--- src/sv/bus_ram.sv ---
// generic single-port-write, registered-read ram
module bus_ram #(
   parameter int WIDTH = 8,
   parameter int DEPTH = 256,
   localparam int AW = (DEPTH > 1) ? $clog2(DEPTH) : 1
) (
   input  logic             clock,
   input  logic             wr_en,
   input  logic [AW-1:0]    wr_addr,
   input  logic [WIDTH-1:0] wr_data,
   input  logic             rd_en,
   input  logic [AW-1:0]    rd_addr,
   output logic [WIDTH-1:0] rd_data
);

   logic [WIDTH-1:0] mem [DEPTH];
   logic [WIDTH-1:0] rd_data_ff;

   // write port
   always_ff @(posedge clock) begin
      if (wr_en) begin
         mem[wr_addr] <= wr_data;
      end
   end

   // registered read port
   always_ff @(posedge clock) begin
      if (rd_en) begin
         rd_data_ff <= mem[rd_addr];
      end
   end

   assign rd_data = rd_data_ff;

endmodule

--- config.mk ---
export PLATFORM = sky130hd
export DESIGN_NAME = bus_ram
export DESIGN_NICKNAME = d
export VERILOG_FILES = /design/src/sv/bus_ram.sv
export SDC_FILE = /design/constraint.sdc
export NUM_CORES = 2
export LEC_CHECK = 0
export BUFFER_PORTS_ARGS = -buffer_cell sky130_fd_sc_hd__buf_2
export CELL_PAD_IN_SITES_DETAIL_PLACEMENT = 1
export CELL_PAD_IN_SITES_GLOBAL_PLACEMENT = 1
export CORE_MARGIN = 8
export CORE_UTILIZATION = 59
export CTS_BUF_LIST = sky130_fd_sc_hd__clkbuf_8
export DETAILED_ROUTE_END_ITERATION = 16
export PLACE_DENSITY_LB_ADDON = 0.3
export SYNTH_ARGS = -nofsm -noshare
export SYNTH_HDL_FRONTEND = slang
export SYNTH_SLANG_ARGS = --single-unit
--- constraint.sdc ---
create_clock -name clock -period 3.55 [get_ports clock]
set_clock_uncertainty 0.15 [all_clocks]
set_input_delay 0.355 -clock clock [delete_from_list [all_inputs] [get_ports clock]]
set_output_delay 0.355 -clock clock [all_outputs]
set_load 0.02 [all_outputs]
# == Word level (Yosys, flattened, before mapping) ==
# Memories as Yosys holds them, arrays and structs flattened. A register that Yosys moved wholly into a read port is not among the register bits.
# Cells that the tools add are included.
# totals
elab_cells,3
mem_bits_rw,2048
out_inout_bits,8
reg_bits,0
mem_count,1
in_bits,27
# op_classes
muxes,2
# memory_table
memory,words,word_bits,read_ports,rd_clocked_by_memory_dff,wr,line_no,text
mem,256,8,1,1,1,16,logic [WIDTH-1:0] mem [DEPTH];
# ops
operator,count
two-way mux 1 bit,2

# == Depth between registers and ports, before layout ==
# depth
ltp_word,2
ltp_mapped,11
ltp_nobuf,6

# == Worst setup path before layout ==
# Ideal clock, no wire load.
# synth_path
path_kind,input to register
from,in rd_addr[0]
to,"reg rd_data_ff[2] (netlist: rd_data[2]), read port of mem (data pin)"
setup_time_ns,0.269
setup_slack_ns,0.969
path_stages,9
arrival_ns,2.162
path_buffers,4
required_ns,3.131
path_cell_list,buf_6 -> buf_12 -> buf_8 -> buf_2 -> mux4_2 -> a22oi_1 -> a21oi_1 -> nor4_1 -> nor4_2
# synth_lines
element,line_no,text
start: declaration,12,"input logic [AW-1:0] rd_addr,"
end: declaration,17,logic [WIDTH-1:0] rd_data_ff;

==> run_results.csv <==
group,metric,value,unit
setup_path,endpoint,"rd_data[4]$_DFFE_PP_",
drt,num_vias,43200,
logic_synthesis,synth_top_area_cell,"edfxtp_1",
global_route,grt_usage,31.1,%
setup_path,worstPathRequired,4.15,ns
drt,vias_per_cell,6.84,
setup_path,crit_start,"mem[86][4]$_DFFE_PP_",
logic_synthesis,synth_top_area_share,77.5,%
clock_network,cts_tree,"done",
power_and_ir_drop,vdd_drop_max,0.450,mV
final_layout,layout_common_cells,"2056 x edfxtp_1, 454 x mux4_2, 380 x buf_4",
die,die_area,147000,sq um
final_layout,fin_cells,6321,
clock_network,htreeDepth,5,
setup_path,reg2regPathDepth,6,
final_layout,final_common_cell,"edfxtp_1",
sta,period_share,92.0,%
die,rows,135,
power_and_ir_drop,leakage,29.2,nW
global_route,antenna_found_initial,11,
sta,grt_setup_unrepaired,"false",
clock_network,cts.sinks,2056,
sta,whs,0.102,ns
setup_path,cp_cell_sequence,"mux4_2 > mux4_2 > nor2b_1 > nor4_1 > buf_4 > nor4_1",
setup_path,worstPathArrival,3.86,ns
worst_hold_path,hold_depth,4,
sta,max_freq,0.306,GHz
final_layout,multiInputGateArea,16500,sq um
power_and_ir_drop,power_density,531,nW/um^2
placement,routabilityCongestion,0.873,
sta,relSlewSlack,21.6,%
sta,slew_violations,0,
drt,wl_per_cell,36.1,um
final_layout,seq_area,61700,sq um
sta,worst_slew_pin_slew,1.16,ns
clock_network,cts_root_buffer,"clkbuf_8",
job,cap_violations,0,
setup_path,cp_slowest_cell,"nor4_1",
sta,setup_ws,0.285,ns
setup_path,r2r_end,"rd_data[4]$_DFFE_PP_",
logic_synthesis,synth.distinct_cells,54,
sta,final-hold-violation-count,0,
placement,dp.cells,5737,
final_layout,fillerInstances,10800,
final_layout,drive_above_1_share,29.1,%
sta,setup_viol,0,
setup_path,r2r-start,"mem[86][4]$_DFFE_PP_",
sta,tns,0,ns
logic_synthesis,syn-num-nets,3760,
drt,drc,0,
setup_path,critPathMaxFanout,1,
clock_network,clock_path_buffers,4,
drt,antenna_left,0,
clock_network,path_clk_slew,0.06,ns
die,initial_core_util,59.1,%
die,core_area,135000,sq um
global_route,grt_max_degree,117,
placement,portBuffers,34,
die,io_pins,35,
drt,drt_pass1_iterations,7,
setup_path,critPathLaunchType,"flop",
placement,pre_cts_ws,-0.430,ns
clock_network,post-cts-setup-buffer-count,0,
drt,dr.first_iter.drc_count,5856,
final_layout,area_growth,13.5,%
setup_path,path_class,"flop to flop",
worst_hold_path,min_path_type,"input pin to flop",
final_layout,final_nets,4334,
logic_synthesis,synth_seq_cells,2056,
clock_network,insertion_delay,1.04,ns
setup_path,slowest_delay,0.92,ns
drt,wirelength,228000,um
placement,hpwl,140000,um
logic_synthesis,ys_top_cells_by_area,"edfxtp_1 78%, mux4_2 13%, mux2i_1 1.7%",
logic_synthesis,syn_inst,3733,
setup_path,reg2reg_slack,0.29,ns
logic_synthesis,ys.flop_type,"edfxtp_1",
power_and_ir_drop,total_power,48.0,mW
global_route,grt_pass1_vias,45200,
logic_synthesis,ys_seq_area_share,77.5,%
sta,period_minus_slack,3.26,ns
clock_network,numCtsBuffers,331,
logic_synthesis,synthArstFlopShare,0,%
logic_synthesis,synth_area,79600,sq um
logic_synthesis,synth_edf_count,2056,
logic_synthesis,synth_warnings,0,
die,die_h,383,um
setup_path,end_kind,"flop",
global_route,grt_remaining_overflow,0,
global_route,grt_pass1_wl,327000,um
status,status,"complete, no violations",
die,die_x,383,um
logic_synthesis,avgSynthCellArea,21.3,sq um
## timing repair
action / in CTS / in global routing
endpoints found under the hold margin: 1097 / 0
hold buffers: 18 / 0
gates resized for setup: 0 / 0
## per-stage QoR
step / cell area (sq um) / utilization [%]
2_1_floorplan: 79600 / -
3_3_place_gp: 84400 / 62.6
3_5_place_dp: 84500 / 62.7
4_1_cts: 90400 / 67.0
5_1_grt: 90400 / 67.1
6_report: 90400 / 67.1
## where the power goes
group          switching, mW  leakage, nW  internal (mW)  total (mW)
combinational           1.76         7.40          0.934        2.69
clock                   9.22         3.29           9.26        18.5
sequential            0.0518         18.5           26.8        26.8
total                   11.0         29.2           37.0        48.0
## worst max-delay path: cells and delay by family, from the launching register on
kind / cells / cell delay, ns
flops: 1 / 0.41
mux: 2 / 1.03
buf+inv: 1 / 0.25
simple gates: 3 / 1.17
## sequential cells by signal, indices dropped and copies added (netlist names)
name	count
rd_data	8
mem	2048
## cells by family (layout without fill, tap and decap cells)
| family | Yosys count | in the layout | synth area share, % |
|---|---|---|---|
| flip-flops | 2056 | 2056 | 77.5 |
| multiplexers | 591 | 591 | 14.6 |
| AND/OR/NAND/NOR | 466 | 466 | 2.63 |
| AO/OA/AOI/OAI | 385 | 385 | 3.42 |
| buffers and inverters | 235 | 1033 | 1.83 |
| other | 0 | 9 | 0 |
## worst min-delay path by stage
stage                          start                    end  slack (ns)
after floorplan           wr_data[0]    mem[0][0]$_DFFE_PP_        0.30
after global placement         rd_en   rd_data[7]$_DFFE_PP_        0.66
after detailed placement       rd_en   rd_data[7]$_DFFE_PP_        0.66
after CTS                      wr_en  mem[210][5]$_DFFE_PP_       0.005
after global routing           wr_en  mem[210][5]$_DFFE_PP_        0.08
final                          wr_en  mem[210][5]$_DFFE_PP_        0.10
## cells in the mapped netlist, drive strengths merged, types with 2 or more instances
cell type,instances
o22ai,28
nand3,34
a22oi,133
and3b,2
nand3b,2
a31oi,2
edfxtp,2056
nor2,282
o21ai,12
a211oi,16
o22a,5
o211ai,10
buf,122
a2111oi,5
clkbuf,111
nand2b,8
a22o,8
nor2b,31
nor4,27
nand2,33
mux4,456
nand4,10
a311oi,2
mux2i,134
or2,4
o32ai,5
o221ai,47
nor3,22
a21oi,96
a221oi,14
and2,6
## final cells by class
class,instances,share of cell area [%]
Timing Repair Buffer,474,4.60
Clock buffer,340,5.18
Clock inverter,217,1.14
Antenna cell,9,0.0249
Inverter,2,0.00830
Sequential cell,2056,68.3
Tap cell,1781,2.47
Multi-Input combinational cell,1442,18.3
## routing by layer
metal  share of wire [%]  global-route usage (%)
met2                  48                    49.5
met4                 5.2                    14.3
met5              0.0057                       0
met1                  35                    41.2
met3                  11                    7.73
Note: power is estimated with default switching activity, not from simulation.
