**src/sv/bus_pkg.sv**
```systemverilog
// shared types and constants for the bounded undo stack
package bus_pkg;

   // field widths of one undo record
   localparam int POS_W    = 64;
   localparam int CURSOR_W = 32;
   localparam int NIBBLE_W = 1;
   localparam int BYTE_W   = 8;
   localparam int REC_W    = POS_W + CURSOR_W + NIBBLE_W + BYTE_W;

   // depth register
   localparam int               CFG_W       = 9;
   localparam logic [CFG_W-1:0] DEPTH_RESET = 9'd256;

   // operation codes
   localparam logic KIND_PUSH = 1'b0;
   localparam logic KIND_POP  = 1'b1;

   // command from the sequencer to the pointer unit
   typedef struct packed {
      logic fire;
      logic is_push;
   } ptr_cmd_type;

endpackage

```
**src/sv/bus_ptr.sv**
```systemverilog
// ring pointer unit: base slot, record count and slot selection
module bus_ptr
   import bus_pkg::*;
#(
   parameter int MAX_RECORDS = 256,
   localparam int AW = (MAX_RECORDS > 1) ? $clog2(MAX_RECORDS) : 1,
   localparam int CW = $clog2(MAX_RECORDS + 1)
) (
   input  logic             clock,
   input  logic             reset,
   input  logic [CFG_W-1:0] depth,
   input  ptr_cmd_type      cmd,
   output logic             ok,
   output logic [AW-1:0]    slot
);

   localparam int DW = (CW > CFG_W) ? CW : CFG_W;
   localparam int SW = CW + 1;
   localparam logic [DW-1:0] MAX_D = DW'(MAX_RECORDS);
   localparam logic [SW-1:0] MAX_S = SW'(MAX_RECORDS);

   logic [AW-1:0] oldest_ff, oldest_in;
   logic [CW-1:0] held_ff, held_in;

   logic [DW-1:0] cfg_ext, eff, held_ext, drop;
   logic          full;
   logic [CW-1:0] offset;
   logic [SW-1:0] slot_sum, base_sum;

   // effective depth and fullness
   always_comb begin
      cfg_ext  = DW'(depth);
      eff      = (cfg_ext > MAX_D) ? MAX_D : cfg_ext;
      held_ext = DW'(held_ff);
      full     = (held_ext >= eff);
      drop     = held_ext - eff + DW'(1);
   end

   // slot of the new top on push, or of the current top on pop
   always_comb begin
      ok       = (eff != '0) && (cmd.is_push || (held_ff != '0));
      offset   = cmd.is_push ? held_ff : (held_ff - CW'(1));
      slot_sum = SW'(oldest_ff) + SW'(offset);
      if (slot_sum >= MAX_S) begin
         slot_sum = slot_sum - MAX_S;
      end
      slot = slot_sum[AW-1:0];
   end

   // next base and count
   always_comb begin
      oldest_in = oldest_ff;
      held_in   = held_ff;
      base_sum  = SW'(oldest_ff) + SW'(drop[CW-1:0]);
      if (base_sum >= MAX_S) begin
         base_sum = base_sum - MAX_S;
      end
      if (cmd.fire && ok) begin
         if (cmd.is_push) begin
            if (full) begin
               oldest_in = base_sum[AW-1:0];
               held_in   = eff[CW-1:0];
            end else begin
               held_in = held_ff + CW'(1);
            end
         end else begin
            held_in = held_ff - CW'(1);
         end
      end
   end

   always_ff @(posedge clock) begin
      if (reset) begin
         oldest_ff <= '0;
         held_ff   <= '0;
      end else begin
         oldest_ff <= oldest_in;
         held_ff   <= held_in;
      end
   end

   // count never exceeds the ring size
   a_held_bound: assert property (@(posedge clock) disable iff (reset)
      held_ff <= CW'(MAX_RECORDS))
      else $error("record count above ring size");

   // a successful pop removes exactly one record
   a_pop_count: assert property (@(posedge clock) disable iff (reset)
      cmd.fire && ok && !cmd.is_push |=> held_ff == $past(held_ff) - CW'(1))
      else $error("pop did not decrement count");

   // the base only moves on a push into a full ring
   a_base_move: assert property (@(posedge clock) disable iff (reset)
      !(cmd.fire && ok && cmd.is_push && full) |=> oldest_ff == $past(oldest_ff))
      else $error("base slot moved unexpectedly");

endmodule

```
**config.mk**
```make
export PLATFORM = sky130hd
export DESIGN_NAME = bus_ptr
export DESIGN_NICKNAME = d
export VERILOG_FILES = /design/src/sv/bus_pkg.sv /design/src/sv/bus_ptr.sv
export SDC_FILE = /design/constraint.sdc
export NUM_CORES = 1
export LEC_CHECK = 0
export BUFFER_PORTS_ARGS = -buffer_cell sky130_fd_sc_hd__buf_4
export CAP_MARGIN = 25
export CORE_ASPECT_RATIO = 1.75
export CORE_MARGIN = 2
export CORE_UTILIZATION = 47
export CTS_CLUSTER_DIAMETER = 150
export DETAILED_ROUTE_END_ITERATION = 8
export GPL_ROUTABILITY_DRIVEN = 0
export PLACE_DENSITY = 0.73
export SYNTH_ARGS = -nofsm -noshare
export SYNTH_HDL_FRONTEND = slang
export SYNTH_SLANG_ARGS = --single-unit
```
**constraint.sdc**
```tcl
create_clock -name clock -period 3.4 [get_ports clock]
set_clock_uncertainty 0.1 [all_clocks]
set_input_delay 0.68 -clock clock [delete_from_list [all_inputs] [get_ports clock]]
set_output_delay 0.68 -clock clock [all_outputs]
set_load 0.02 [all_outputs]
```
Word-level counts from Yosys, hierarchy flattened

Index checks and enable logic that the tools add are counted.

Register bits: 17
Input bits: 13
Output and inout bits: 9
Word-level logic and storage cells: 26

$add $sub $neg: 8
Magnitude comparators: 4
Mux-type cells: 6
Reductions and logical operators: 6

Operators by type and width:

| kind                                                                | number |
|---|---|
| 2-to-1 mux 9 bit                                                    | 4 |
| adder 8 x 9 -> 10 bit                                               | 2 |
| greater-or-equal comparator 10 x 9 -> 1 bit (second input constant) | 2 |
| adder 9 x 1 -> 9 bit (second input constant)                        | 2 |
| nonzero test 9 bit                                                  | 2 |
| 2-to-1 mux 8 bit                                                    | 2 |
| subtractor 8 x 1 -> 8 bit (second input constant)                   | 2 |
| greater-or-equal comparator 9 bit                                   | 1 |
| > comparator 9 bit (second input constant)                          | 1 |
| subtractor 9 x 1 -> 9 bit (second input constant)                   | 1 |
| subtractor 9 bit                                                    | 1 |
| AND reduction 3 bit                                                 | 1 |
| logical AND 1 bit                                                   | 2 |
| logical OR 1 bit                                                    | 1 |

Logic depth before layout (Yosys ltp)

Gate-level depths: netlist of run 1.

Word-level depth: 7
Mapped depth: 17
Gate-level depth less buffers: 17

Worst setup path after synthesis of run 1

No wires, ideal clock.

Path type: register -> output
From: reg held_ff[0] (netlist: held_ext[0])
To: out slot[7]
Arrival time: 2.903 ns
Required time: 2.620 ns
Slack: -0.283 ns
Stages on the path, launching flop included: 13
Buffers on the path: 1
Cell sequence: dfxtp_1 clkbuf_1 inv_1 ha_1 nor2b_1 a21oi_1 ha_1 a21o_1 a21oi_1 nor2b_1 o21a_1 o41a_1 xnor2_1

Cells in the longest elaborated chain, start to end: 5
Elaborated cells on any way between the ends: 6
Those cells by class: 3 x add/sub; 1 x order compare; 2 x mux

Ends and longest elaborated chain:

| element                                                                                         | line                         | RTL |
|---|---|---|
| start, declared                                                                                 | bus_ptr.sv:23                | `logic [CW-1:0] held_ff, held_in;` |
| start signal, assigned                                                                          | bus_ptr.sv:78                | `held_ff <= held_in;` |
| subtractor 9 x 1 -> 9 bit                                                                       | bus_ptr.sv:42                | `offset = cmd.is_push ? held_ff : (held_ff - CW'(1));` |
| 2-to-1 mux 9 bit (*)                                                                            | bus_ptr.sv:42                |  |
| adder 8 x 9 -> 10 bit (*)                                                                       | bus_ptr.sv:43                | `slot_sum = SW'(oldest_ff) + SW'(offset);` |
| subtractor 8 x 1 -> 8 bit / greater-or-equal comparator 10 x 9 -> 1 bit (equally long branches) | bus_ptr.sv:45, bus_ptr.sv:44 |  |
| 2-to-1 mux 8 bit (*)                                                                            | bus_ptr.sv:44                | `if (slot_sum >= MAX_S) begin` |
| end, declared                                                                                   | bus_ptr.sv:14                | `output logic [AW-1:0] slot` |

Mark *: on every way between the ends. The rest lies on a longest branch, timed or not.

Final worst setup path of run 1

From: reg held_ff[1] (netlist: held_ext[1])
To: out slot[7]

Same word-level chain as after synthesis.

==> results of run 1 <==
## worst min-delay path by stage
stage	endpoint	slack [ns]	depth (start not counted)
6_report	oldest_ff[6]$_SDFFE_PP0P_	0.41	2
5_1_grt	oldest_ff[6]$_SDFFE_PP0P_	0.44	2
4_1_cts	oldest_ff[6]$_SDFFE_PP0P_	0.41	2
3_5_place_dp	oldest_ff[6]$_SDFFE_PP0P_	0.40	2
3_3_place_gp	oldest_ff[6]$_SDFFE_PP0P_	0.38	2
2_1_floorplan	oldest_ff[6]$_SDFFE_PP0P_	0.35	2
## layout by cell type, fill, tap and decap left out, types with 2 or more instances in the layout
master	Yosys	routed
fa_1	5	3
nand2b_1	2	2
nand2_1	25	24
o211a_1	2	2
nor4_1	3	2
and3_1	2	2
a21oi_1	20	14
nor3_2	0	4
xnor2_2	0	2
nor3_1	16	12
clkinv_1	2	2
a221oi_1	3	3
or3_2	2	2
nor2b_1	5	4
nor2_1	20	19
inv_1	18	16
dfxtp_2	0	2
fa_2	0	2
clkbuf_8	0	3
ha_4	0	2
mux2i_1	7	7
xor2_1	11	11
a31oi_1	4	4
or2_2	2	2
o31ai_1	2	2
or3_1	2	2
o21ai_0	8	7
xnor2_1	19	17
nand4_1	3	3
o21bai_1	4	3
nand3_1	9	9
buf_4	1	74
o21a_1	2	2
a21oi_2	0	6
inv_2	0	2
o32ai_1	3	3
a21o_1	6	6
dfxtp_1	17	15
ha_1	34	32
## worst min-delay path, delay by kind of cell, from the launching register on
| kind | cells | cell delay (ns) |
|---|---|---|
| flip-flops | 1 | 0.35 |
| AND/OR/NAND/NOR | 1 | 0.07 |
| AO/OA/AOI/OAI | 1 | 0.05 |
## flip-flops by register name, summed over array words and instances (netlist names)
signal     flops
held_ext       9
oldest_ff      8
## power groups by stage
| stage | logic (uW) | registers [uW] | clock network (uW) |
|---|---|---|---|
| after CTS | 1320 | 279 | 174 |
| after global routing | 1510 | 289 | 183 |
| final | 1380 | 283 | 170 |
| after floorplan | 876 | 257 | 0 |
| after detailed placement | 1280 | 281 | 0 |
| after global placement | 1250 | 281 | 0 |
## routing by layer
| layer | routed length, um | share of wire | global-route usage | vias up |
|---|---|---|---|---|
| met5 | 0 | 0 | 0 | - |
| met4 | 603 | 0.089 | 0.225 | 0 |
| met3 | 268 | 0.040 | 0.0225 | 39 |
| met2 | 3550 | 0.52 | 0.447 | 89 |
| met1 | 2360 | 0.35 | 0.239 | 1120 |
| li1 | - | - | - | 1182 |
## logic make-up (layout without fill, tap and decap cells)
family                   Yosys count  in the layout
AO/OA/AOI/OAI                     68             68
adder cells (fa/ha/maj)           39             39
multiplexers                       7              7
XOR/XNOR                          30             30
flip-flops                        17             17
AND/OR/NAND/NOR                   99             99
buffers and inverters             33             98
## per-stage QoR
| stage | total power (uW) | worst slack, ns |
|---|---|---|
| final | 1840 | -0.0905 |
| after global routing | 1980 | -0.150 |
| after CTS | 1770 | -0.152 |
| after detailed placement | 1560 | -0.186 |
| after global placement | 1530 | -0.0932 |
| after floorplan | 1130 | -0.00163 |
## cell type report
class / instances / area (um^2) / share of cell area
flip-flops and latches: 17 / 343 / 0.111
clock buffers: 3 / 41.3 / 0.0133
clock inverters: 1 / 5.00 / 0.00162
inverters: 20 / 75.1 / 0.0242
multi-input cells: 243 / 2010 / 0.649
repair buffers: 74 / 556 / 0.179
well taps: 54 / 67.6 / 0.0218
## repair_timing
item                       CTS  global route
setup endpoints to repair    3             5
resized for setup           12            17
hold endpoints to repair     0             0
buffers inserted             6             2
pin swaps                   13             9
==> load_flow_metrics.sql, run 1 <==
INSERT INTO impl_metrics (metric_group, metric, value, unit) VALUES
('run_status', 'outcome', 'complete, but fails checks', ''),
('run_status', 'violations', 'negative setup slack', ''),
('logic_synthesis', 'synth_area', '0.00237', 'mm^2'),
('cts', 'ctsRootBufferMaster', 'clkbuf_8', ''),
('logic_synthesis', 'post_synth_mux_area_share', '0.0296', ''),
('logic_synthesis', 'yosysWarningCount', '0', ''),
('logic_synthesis', 'synthDominantCellAreaShare', '0.179', ''),
('final_layout', 'final.fill_count', '427', ''),
('sta', 'grt_setup_unrepaired', 'true', ''),
('power', 'power-per-cell-area', '593', 'mW/mm^2'),
('logic_synthesis', 'dominant_combinational_cell_family_by_area_after_synthesis', 'adder cells', ''),
('sta', 'worst_slack', '-0.0905', 'ns'),
('sta', 'finalHoldViolCount', '0', ''),
('global_route', 'first_global_vias', '2539', ''),
('final_layout', 'finish.cell_count_without_fillers', '412', ''),
('cts', 'cts_buffers', '3', ''),
('sta', 'setup_viol', '1', ''),
('cts', 'cts_tree', 'built', ''),
('global_route', 'pin_count_of_the_biggest_net_entering_global_routing', '15', ''),
('cts', 'cts_sinks', '17', ''),
('die', 'y_dimension_of_the_die', '98.0', 'um'),
('place', 'dp_hpwl', '5330', 'um'),
('logic_synthesis', 'synthSimpleGateAreaFrac', '0.219', ''),
('global_route', 'wire_length_of_the_first_global_routing_pass', '11100', 'um'),
('critical_path', 'path_buf_inv', '2', ''),
('die', 'design.core.area', '0.00493', 'mm^2'),
('critical_path', 'critPathCapture', 'slot[7]', ''),
('power', 'switching_share', '0.455', ''),
('final_layout', 'final_layout_size_suffix_gt1_frac', '0.324', ''),
('power', 'ir_drop', '0.391', 'mV'),
('critical_path', 'kind_of_start_point_of_the_critical_path', 'register', ''),
('final_layout', 'final_area', '0.00310', 'mm^2'),
('logic_synthesis', 'postSynthAreaPerCell', '8.09', 'um^2'),
('global_route', 'grt_usage', '0.250', ''),
('logic_synthesis', 'synthXorXnorAreaFrac', '0.111', ''),
('logic_synthesis', 'synth.net_count', '345', ''),
('drt', 'drt-wirelength-per-cell', '16.5', 'um'),
('cts', 'clkSlewWorstSetupHoldPaths', '0.08', 'ns'),
('die', 'std_cell_rows', '34', ''),
('drt', 'total_routed_wirelength', '6780', 'um'),
('global_route', 'grt_antenna_before_repair', '0', ''),
('place', 'portBuffers', '21', ''),
('final_layout', 'antenna-diode-count', '0', ''),
('die', 'die_area', '0.00565', 'mm^2'),
('critical_path', 'path_common_cell', 'a21oi_2', ''),
('sta', 'tns', '-0.0905', 'ns'),
('hold_path', 'hold_path_startpoint', 'oldest_ff[6]$_SDFFE_PP0P_', ''),
('critical_path', 'worst-setup-path-type', 'reg -> out', ''),
('critical_path', 'worstRegToRegCells', '10', ''),
('sta', 'fmax', '286', 'MHz'),
('final_layout', 'final_core_util', '0.628', ''),
('sta', 'post-route-min-period', '3.49', 'ns'),
('critical_path', 'cp_max_fo', '2', ''),
('run', 'cap_violations', '0', ''),
('critical_path', 'critical-path-max-stage-delay', '0.36', 'ns'),
('logic_synthesis', 'synthArstFlopShare', '0', ''),
('power', 'power.net_switching', '836', 'uW'),
('critical_path', 'reg2reg_from', 'held_ext[2]$_SDFFE_PP0P_', ''),
('logic_synthesis', 'yosys_most_used_dff', 'dfxtp_1', ''),
('global_route', 'globalRouteOverflowTotal', '0', ''),
('hold_path', 'class_of_the_tightest_hold_or_removal_check', 'reg -> reg', ''),
('critical_path', 'r2r_setup_slack', '0.28', 'ns'),
('logic_synthesis', 'synth_enable_flop_cells', '0', ''),
('critical_path', 'critical_path.slowest_cell', 'o41a_1', ''),
('power', 'power_report.internal_total', '1000', 'uW'),
('critical_path', 'worst_setup_path_end_kind', 'output pin', ''),
('die', 'ios', '22', ''),
('cts', 'clock_insertion_delay_worst_skew', '0.27', 'ns'),
('drt', 'dr.first_iter.drc_count', '72', ''),
('power', 'share_clk_of_total_power', '0.093', ''),
('logic_synthesis', 'synth.largest_area_cell', 'ha_1', '');
Power figures use the tool's default switching activity.
==> run 2: changes to the inputs <==
--- a/config.mk
+++ b/config.mk
@@ -14,6 +14,7 @@
 export DETAILED_ROUTE_END_ITERATION = 8
 export GPL_ROUTABILITY_DRIVEN = 0
 export PLACE_DENSITY = 0.73
+export SETUP_SLACK_MARGIN = 0.3
 export SYNTH_ARGS = -nofsm -noshare
 export SYNTH_HDL_FRONTEND = slang
 export SYNTH_SLANG_ARGS = --single-unit
==> run 2 against run 1 <==
The run still ends with negative setup slack left. Fmax down 0.94%. Highest routed layer unchanged. Worst hold slack better by 0.028 ns. Clock power up 4%. Largest power group unchanged. Critical endpoint unchanged.
==> load_flow_metrics.sql, run 2 (synthesis gave the netlist of run 1 again) <==
INSERT INTO impl_metrics (metric_group, metric, value, unit) VALUES
('critical_path', 'worst_setup_path_end_kind', 'output pin', ''),
('global_route', 'wire_length_of_the_first_global_routing_pass', '11800', 'um'),
('final_layout', 'final_layout_size_suffix_gt1_frac', '0.404', ''),
('global_route', 'grt_antenna_before_repair', '0', ''),
('run', 'cap_violations', '0', ''),
('sta', 'finalHoldViolCount', '0', ''),
('die', 'ios', '22', ''),
('run_status', 'outcome', 'complete, but fails checks', ''),
('hold_path', 'class_of_the_tightest_hold_or_removal_check', 'reg -> reg', ''),
('final_layout', 'finish.cell_count_without_fillers', '410', ''),
('die', 'std_cell_rows', '34', ''),
('drt', 'drt-wirelength-per-cell', '18.8', 'um'),
('place', 'portBuffers', '21', ''),
('critical_path', 'crit_start', 'held_ext[0]$_SDFFE_PP0P_', ''),
('sta', 'post-route-min-period', '3.52', 'ns'),
('place', 'numPlacedInstances', '391', ''),
('critical_path', 'arrival_time_of_the_worst_setup_path', '2.74', 'ns'),
('final_layout', 'sequential_cell_area', '344', 'um^2'),
('global_route', 'pin_count_of_the_biggest_net_entering_global_routing', '15', ''),
('cts', 'ctsRootBufferMaster', 'clkbuf_8', ''),
('drt', 'total_routed_wirelength', '7710', 'um'),
('die', 'design.core.area', '0.00493', 'mm^2'),
('drt', 'dr.pass1.iters', '5', ''),
('sta', 'worst_slack', '-0.124', 'ns'),
('die', 'die_area', '0.00565', 'mm^2'),
('drt', 'dr.first_iter.drc_count', '112', ''),
('cts', 'clkSlewWorstSetupHoldPaths', '0.09', 'ns'),
('critical_path', 'kind_of_start_point_of_the_critical_path', 'register', ''),
('critical_path', 'worstRegToRegCells', '12', ''),
('drt', 'vias', '2468', ''),
('final_layout', 'area_growth', '43.1', '%'),
('critical_path', 'critPathCapture', 'slot[7]', ''),
('global_route', 'first_global_vias', '2547', ''),
('drt', 'final_antenna_net_count', '0', ''),
('sta', 'max_slew.worst_pin.slew', '0.501', 'ns'),
('place', 'dp_hpwl', '5400', 'um'),
('critical_path', 'regToRegEndpoint', 'oldest_ff[7]$_SDFFE_PP0P_', ''),
('global_route', 'globalRouteOverflowTotal', '0', ''),
('final_layout', 'final.fill_count', '374', ''),
('cts', 'holdBufCountCts', '0', ''),
('final_layout', 'final_area', '0.00339', 'mm^2'),
('power', 'power_leakage', '0.00153', 'uW'),
('sta', 'setup_viol', '2', ''),
('critical_path', 'crit_required', '2.62', 'ns'),
('place', 'preCtsSetupSlack', '-0.0797', 'ns'),
('final_layout', 'final_core_util', '0.688', ''),
('critical_path', 'r2r_setup_slack', '0.30', 'ns'),
('critical_path', 'worst-setup-path-type', 'reg -> out', ''),
('critical_path', 'reg2reg_from', 'held_ext[3]$_SDFFE_PP0P_', ''),
('cts', 'clockBufferDepth', '2', ''),
('final_layout', 'largest_register_ffs', '9', ''),
('global_route', 'grt_usage', '0.267', ''),
('drt', 'detail_route.vias_per_cell', '6.02', ''),
('sta', 'slew-limit-headroom', '0.664', ''),
('die', 'start_util', '0.480', ''),
('cts', 'cts_sinks', '17', ''),
('final_layout', 'multi_input_comb_area', '0.00223', 'mm^2'),
('power', 'power-per-cell-area', '629', 'mW/mm^2'),
('final_layout', 'layout.cells.most_common_list', 'buf_4 (59), ha_1 (22), nand2_1 (21), nor2_1 (19), xnor2_1 (15)', ''),
('sta', 'maxSlewViolCount', '0', ''),
('final_layout', 'final_nets', '409', ''),
('run_status', 'violations', 'negative setup slack', ''),
('final_layout', 'most_common_library_cell_in_the_layout_ignoring_fill_and_taps', 'buf_4', ''),
('cts', 'cts_tree', 'built', ''),
('die', 'dieWidth', '57.7', 'um'),
('sta', 'fmax', '284', 'MHz'),
('die', 'y_dimension_of_the_die', '98.0', 'um'),
('place', 'placement.cell_area', '0.00289', 'mm^2'),
('drt', 'remaining_drc_errors', '0', ''),
('sta', 'fin_crit_sh', '1.04', ''),
('final_layout', 'antenna-diode-count', '0', ''),
('cts', 'clock_insertion_delay_worst_skew', '0.27', 'ns'),
('critical_path', 'cp_max_fo', '2', ''),
('cts', 'htree_num_levels', '1', ''),
('cts', 'cts_buffers', '3', ''),
('sta', 'grt_setup_unrepaired', 'true', ''),
('power', 'ir_drop', '0.375', 'mV');
-- run 2: through the flow --
stage                     setup TNS [ns]  hold WS, ns  total power [uW]
after global routing              -0.473        0.445              2260
after detailed placement          -0.120        0.386              1590
final                             -0.177        0.436              2130
after floorplan                        0        0.353              1180
after CTS                        -0.0389        0.399              1840
after global placement           -0.0848        0.387              1570
-- run 2: worst min path at each step --
stage                                    startpoint                   endpoint  slack, ns  cells after the start
after floorplan           oldest_ff[6]$_SDFFE_PP0P_  oldest_ff[6]$_SDFFE_PP0P_       0.35                      2
after global placement    oldest_ff[6]$_SDFFE_PP0P_  oldest_ff[6]$_SDFFE_PP0P_       0.39                      2
after detailed placement  oldest_ff[6]$_SDFFE_PP0P_  oldest_ff[6]$_SDFFE_PP0P_       0.39                      2
after CTS                 oldest_ff[6]$_SDFFE_PP0P_  oldest_ff[6]$_SDFFE_PP0P_       0.40                      2
after global routing      oldest_ff[6]$_SDFFE_PP0P_  oldest_ff[6]$_SDFFE_PP0P_       0.44                      2
final                     oldest_ff[6]$_SDFFE_PP0P_  oldest_ff[6]$_SDFFE_PP0P_       0.44                      2
-- run 2: power breakdown --
part	internal (uW)	total (uW)	switching [uW]	leakage (uW)
sequential	231	286	55.8	0.000140
clock	82.1	177	95.1	0.0000255
combinational	839	1670	832	0.00136
total	1150	2130	982	0.00153
-- run 2: per-layer routing --
| layer | up-vias | GRT usage | routed length (um) | part of all wire |
|---|---|---|---|---|
| met4 | 0 | 0.129 | 324 | 0.042 |
| met5 | - | 0 | 0 | 0 |
| li1 | 1185 | - | - | - |
| met2 | 79 | 0.505 | 4200 | 0.54 |
| met1 | 1177 | 0.282 | 2940 | 0.38 |
| met3 | 27 | 0.0225 | 244 | 0.032 |
-- run 2: worst max-delay path, stage by stage (launching register included) --
cell,delay [ns]
dfxtp_2,0.36
inv_4,0.05
ha_4,0.23
nor2b_4,0.13
a21oi_4,0.14
ha_4,0.22
a21o_1,0.19
a21oi_2,0.16
nor2b_1,0.07
o21a_1,0.21
o41a_1,0.41
xnor2_2,0.14
buf_4,0.16
-- run 2: final cells by class --
class | instances | share of cell area
tap | 54 | 0.0199
sequential | 17 | 0.101
multi-input combinational | 243 | 0.658
timing repair buffer | 72 | 0.180
clock buffer | 3 | 0.0122
clock inverter | 1 | 0.00147
inverter | 20 | 0.0273
-- run 2: what timing repair did --
| item | CTS | global route |
|---|---|---|
| endpoints found under the setup margin | 6 | 7 |
| pin swaps | 21 | 27 |
| setup buffers | 7 | 8 |
| gates resized for setup | 26 | 42 |
==> run 3: changes to the inputs <==
--- a/config.mk
+++ b/config.mk
@@ -7,13 +7,15 @@
 export LEC_CHECK = 0
 export BUFFER_PORTS_ARGS = -buffer_cell sky130_fd_sc_hd__buf_4
 export CAP_MARGIN = 25
+export CELL_PAD_IN_SITES_DETAIL_PLACEMENT = 1
+export CELL_PAD_IN_SITES_GLOBAL_PLACEMENT = 2
 export CORE_ASPECT_RATIO = 1.75
 export CORE_MARGIN = 2
-export CORE_UTILIZATION = 47
+export CORE_UTILIZATION = 33
 export CTS_CLUSTER_DIAMETER = 150
 export DETAILED_ROUTE_END_ITERATION = 8
 export GPL_ROUTABILITY_DRIVEN = 0
-export PLACE_DENSITY = 0.73
+export PLACE_DENSITY = 0.83
 export SETUP_SLACK_MARGIN = 0.3
 export SYNTH_ARGS = -nofsm -noshare
 export SYNTH_HDL_FRONTEND = slang
==> run 3 against run 2 <==
The flow still finishes with violations (negative setup slack). Critical path depth unchanged. Design area up 2.7%. First-iteration DRC count down 28%. Register-to-register slack worse by 0.04 ns. Total power up 7.0%. Worst setup slack better by 0.070 ns. Global-route usage down 2.2 points.
==> load_flow_metrics.sql, run 3 (synthesis gave the netlist of run 1 again) <==
INSERT INTO impl_metrics (metric_group, metric, value, unit) VALUES
('sta', 'finalHoldViolCount', '0', ''),
('critical_path', 'critical-path-max-stage-delay', '0.36', 'ns'),
('final_layout', 'area_growth', '47.0', '%'),
('critical_path', 'worst_setup_path_end_kind', 'output pin', ''),
('power', 'power-per-cell-area', '655', 'mW/mm^2'),
('final_layout', 'final_area', '0.00348', 'mm^2'),
('die', 'ios', '22', ''),
('sta', 'tns', '-0.0629', 'ns'),
('run_status', 'violations', 'negative setup slack', ''),
('cts', 'clockBufferDepth', '2', ''),
('power', 'power_leakage', '0.00159', 'uW'),
('drt', 'remaining_drc_errors', '0', ''),
('global_route', 'first_global_vias', '2683', ''),
('drt', 'dr.max_layer_used', 'met4', ''),
('cts', 'htree_num_levels', '1', ''),
('final_layout', 'antenna-diode-count', '0', ''),
('die', 'die_area', '0.00791', 'mm^2'),
('sta', 'finalHoldWorstSlack', '0.427', 'ns'),
('global_route', 'globalRouteOverflowTotal', '0', ''),
('die', 'design.core.area', '0.00691', 'mm^2'),
('place', 'placement.cell_area', '0.00297', 'mm^2'),
('critical_path', 'arrival_time_of_the_worst_setup_path', '2.67', 'ns'),
('cts', 'cts_tree', 'built', ''),
('global_route', 'pin_count_of_the_biggest_net_entering_global_routing', '15', ''),
('drt', 'vias', '2518', ''),
('place', 'dp_hpwl', '6570', 'um'),
('cts', 'clock_insertion_delay_worst_skew', '0.27', 'ns'),
('place', 'portBuffers', '21', ''),
('critical_path', 'cp_max_fo', '2', ''),
('final_layout', 'layout.cells.most_common_list', 'buf_4 (65), ha_1 (24), nand2_1 (22), nor2_1 (18), dfxtp_1 (14)', ''),
('sta', 'maxSlewViolCount', '0', ''),
('sta', 'setup_viol', '2', ''),
('critical_path', 'worst-setup-path-type', 'reg -> out', ''),
('run', 'cap_violations', '0', ''),
('critical_path', 'crit_required', '2.62', 'ns'),
('final_layout', 'final_layout_size_suffix_gt1_frac', '0.417', ''),
('drt', 'dr.pass1.iters', '4', ''),
('sta', 'post-route-min-period', '3.45', 'ns'),
('drt', 'final_antenna_net_count', '0', ''),
('drt', 'drt-wirelength-per-cell', '20.6', 'um'),
('place', 'preCtsSetupSlack', '-0.111', 'ns'),
('cts', 'ctsRootBufferMaster', 'clkbuf_16', ''),
('global_route', 'grt_antenna_before_repair', '0', ''),
('final_layout', 'final_core_util', '0.505', ''),
('global_route', 'grt_usage', '0.246', ''),
('drt', 'm1WireLength', '3240', 'um'),
('sta', 'worst_slack', '-0.0535', 'ns'),
('critical_path', 'critical_path.slowest_cell', 'o41a_1', ''),
('die', 'dieWidth', '68.1', 'um'),
('hold_path', 'class_of_the_tightest_hold_or_removal_check', 'reg -> reg', ''),
('cts', 'cts_buffers', '3', ''),
('sta', 'fmax', '290', 'MHz'),
('die', 'y_dimension_of_the_die', '116', 'um'),
('drt', 'detail_route.vias_per_cell', '5.65', ''),
('sta', 'fin_crit_sh', '1.02', ''),
('drt', 'met2_length', '5200', 'um'),
('sta', 'slew-limit-headroom', '0.696', ''),
('final_layout', 'largest_register_ffs', '9', ''),
('critical_path', 'path_common_cell', 'ha_4', ''),
('power', 'ir_drop', '0.210', 'mV'),
('drt', 'total_routed_wirelength', '9170', 'um'),
('die', 'start_util', '0.343', ''),
('sta', 'grt_setup_unrepaired', 'true', ''),
('sta', 'max_slew.worst_pin.slew', '0.454', 'ns'),
('final_layout', 'final_nets', '415', ''),
('critical_path', 'kind_of_start_point_of_the_critical_path', 'register', ''),
('critical_path', 'path_cells', 'inv_2, ha_4, nor2b_4, a21oi_4, ha_4, a21o_1, a21oi_2, nor2b_1, o21a_2, o41a_1, xnor2_2, buf_4', ''),
('global_route', 'wire_length_of_the_first_global_routing_pass', '14100', 'um'),
('final_layout', 'most_common_library_cell_in_the_layout_ignoring_fill_and_taps', 'buf_4', ''),
('die', 'std_cell_rows', '40', ''),
('cts', 'cts_sinks', '17', ''),
('cts', 'clkSlewWorstSetupHoldPaths', '0.06', 'ns'),
('run_status', 'outcome', 'complete, but fails checks', ''),
('drt', 'dr_wl_met3', '185', 'um'),
('drt', 'dr.first_iter.drc_count', '81', '');
## run 3: changes by cell type in the layout (fill, tap and decap cells not counted), moves of 2 or more
cell / delta
nor2_4: +2
xnor2_1: -2
buf_4: +6
a21oi_2: +2
clkbuf_8: -3
clkbuf_16: +3
xnor2_2: +3
o21bai_4: -2
ha_1: +2
## run 3: worst max-delay path: cells and delay by family, from the launching register on
family / cells / cell delay [ns]
simple gates: 2 / 0.19
compound gates: 5 / 1.05
xor+xnor: 1 / 0.14
buf+inv: 2 / 0.22
flops: 1 / 0.34
fa+ha+maj: 2 / 0.46
## run 3: cell type report
| class | instances | area (um^2) |
|---|---|---|
| clock buffers | 4 | 78.8 |
| fillers | 821 | 3420 |
| inverters | 20 | 90.1 |
| multi-input cells | 243 | 2220 |
| flip-flops and latches | 17 | 344 |
| well taps | 84 | 105 |
| repair buffers | 78 | 647 |
## run 3: worst paths after layout
| check | from | endpoint | slack (ns) | cells after the start |
|---|---|---|---|---|
| setup / recovery | held_ext[0]$_SDFFE_PP0P_ | slot[7] | -0.05 | 12 |
| hold / removal | oldest_ff[6]$_SDFFE_PP0P_ | oldest_ff[6]$_SDFFE_PP0P_ | 0.43 | 2 |
| setup reg to reg | held_ext[2]$_SDFFE_PP0P_ | oldest_ff[6]$_SDFFE_PP0P_ | 0.26 | 13 |
| hold reg to reg | oldest_ff[6]$_SDFFE_PP0P_ | oldest_ff[6]$_SDFFE_PP0P_ | 0.43 | 2 |
## run 3: timing repair
item,4_1_cts,5_1_grt
hold buffers,0,0
setup buffers,14,2
pin swaps,32,21
hold endpoints to repair,0,0
gates resized for setup,41,26
setup endpoints to repair,6,9
## run 3: stage by stage
stage                     cells  power, uW
after detailed placement    426       1660
after CTS                   444       2120
final                       446       2280
after global placement      426       1610
after global routing        446       2440
after floorplan             293       1180
## run 3: layer usage
layer  GRT usage  vias to the layer above
li1            -                     1196
met1       0.251                     1240
met2       0.446                       53
met3      0.0289                       29
met4       0.167                        0
met5           0                        -
## run 3: where the power goes
part | leakage (uW) | switching [uW] | internal [uW]
clock | 0.0000382 | 108 | 161
sequential | 0.000140 | 47.7 | 231
combinational | 0.00141 | 868 | 869
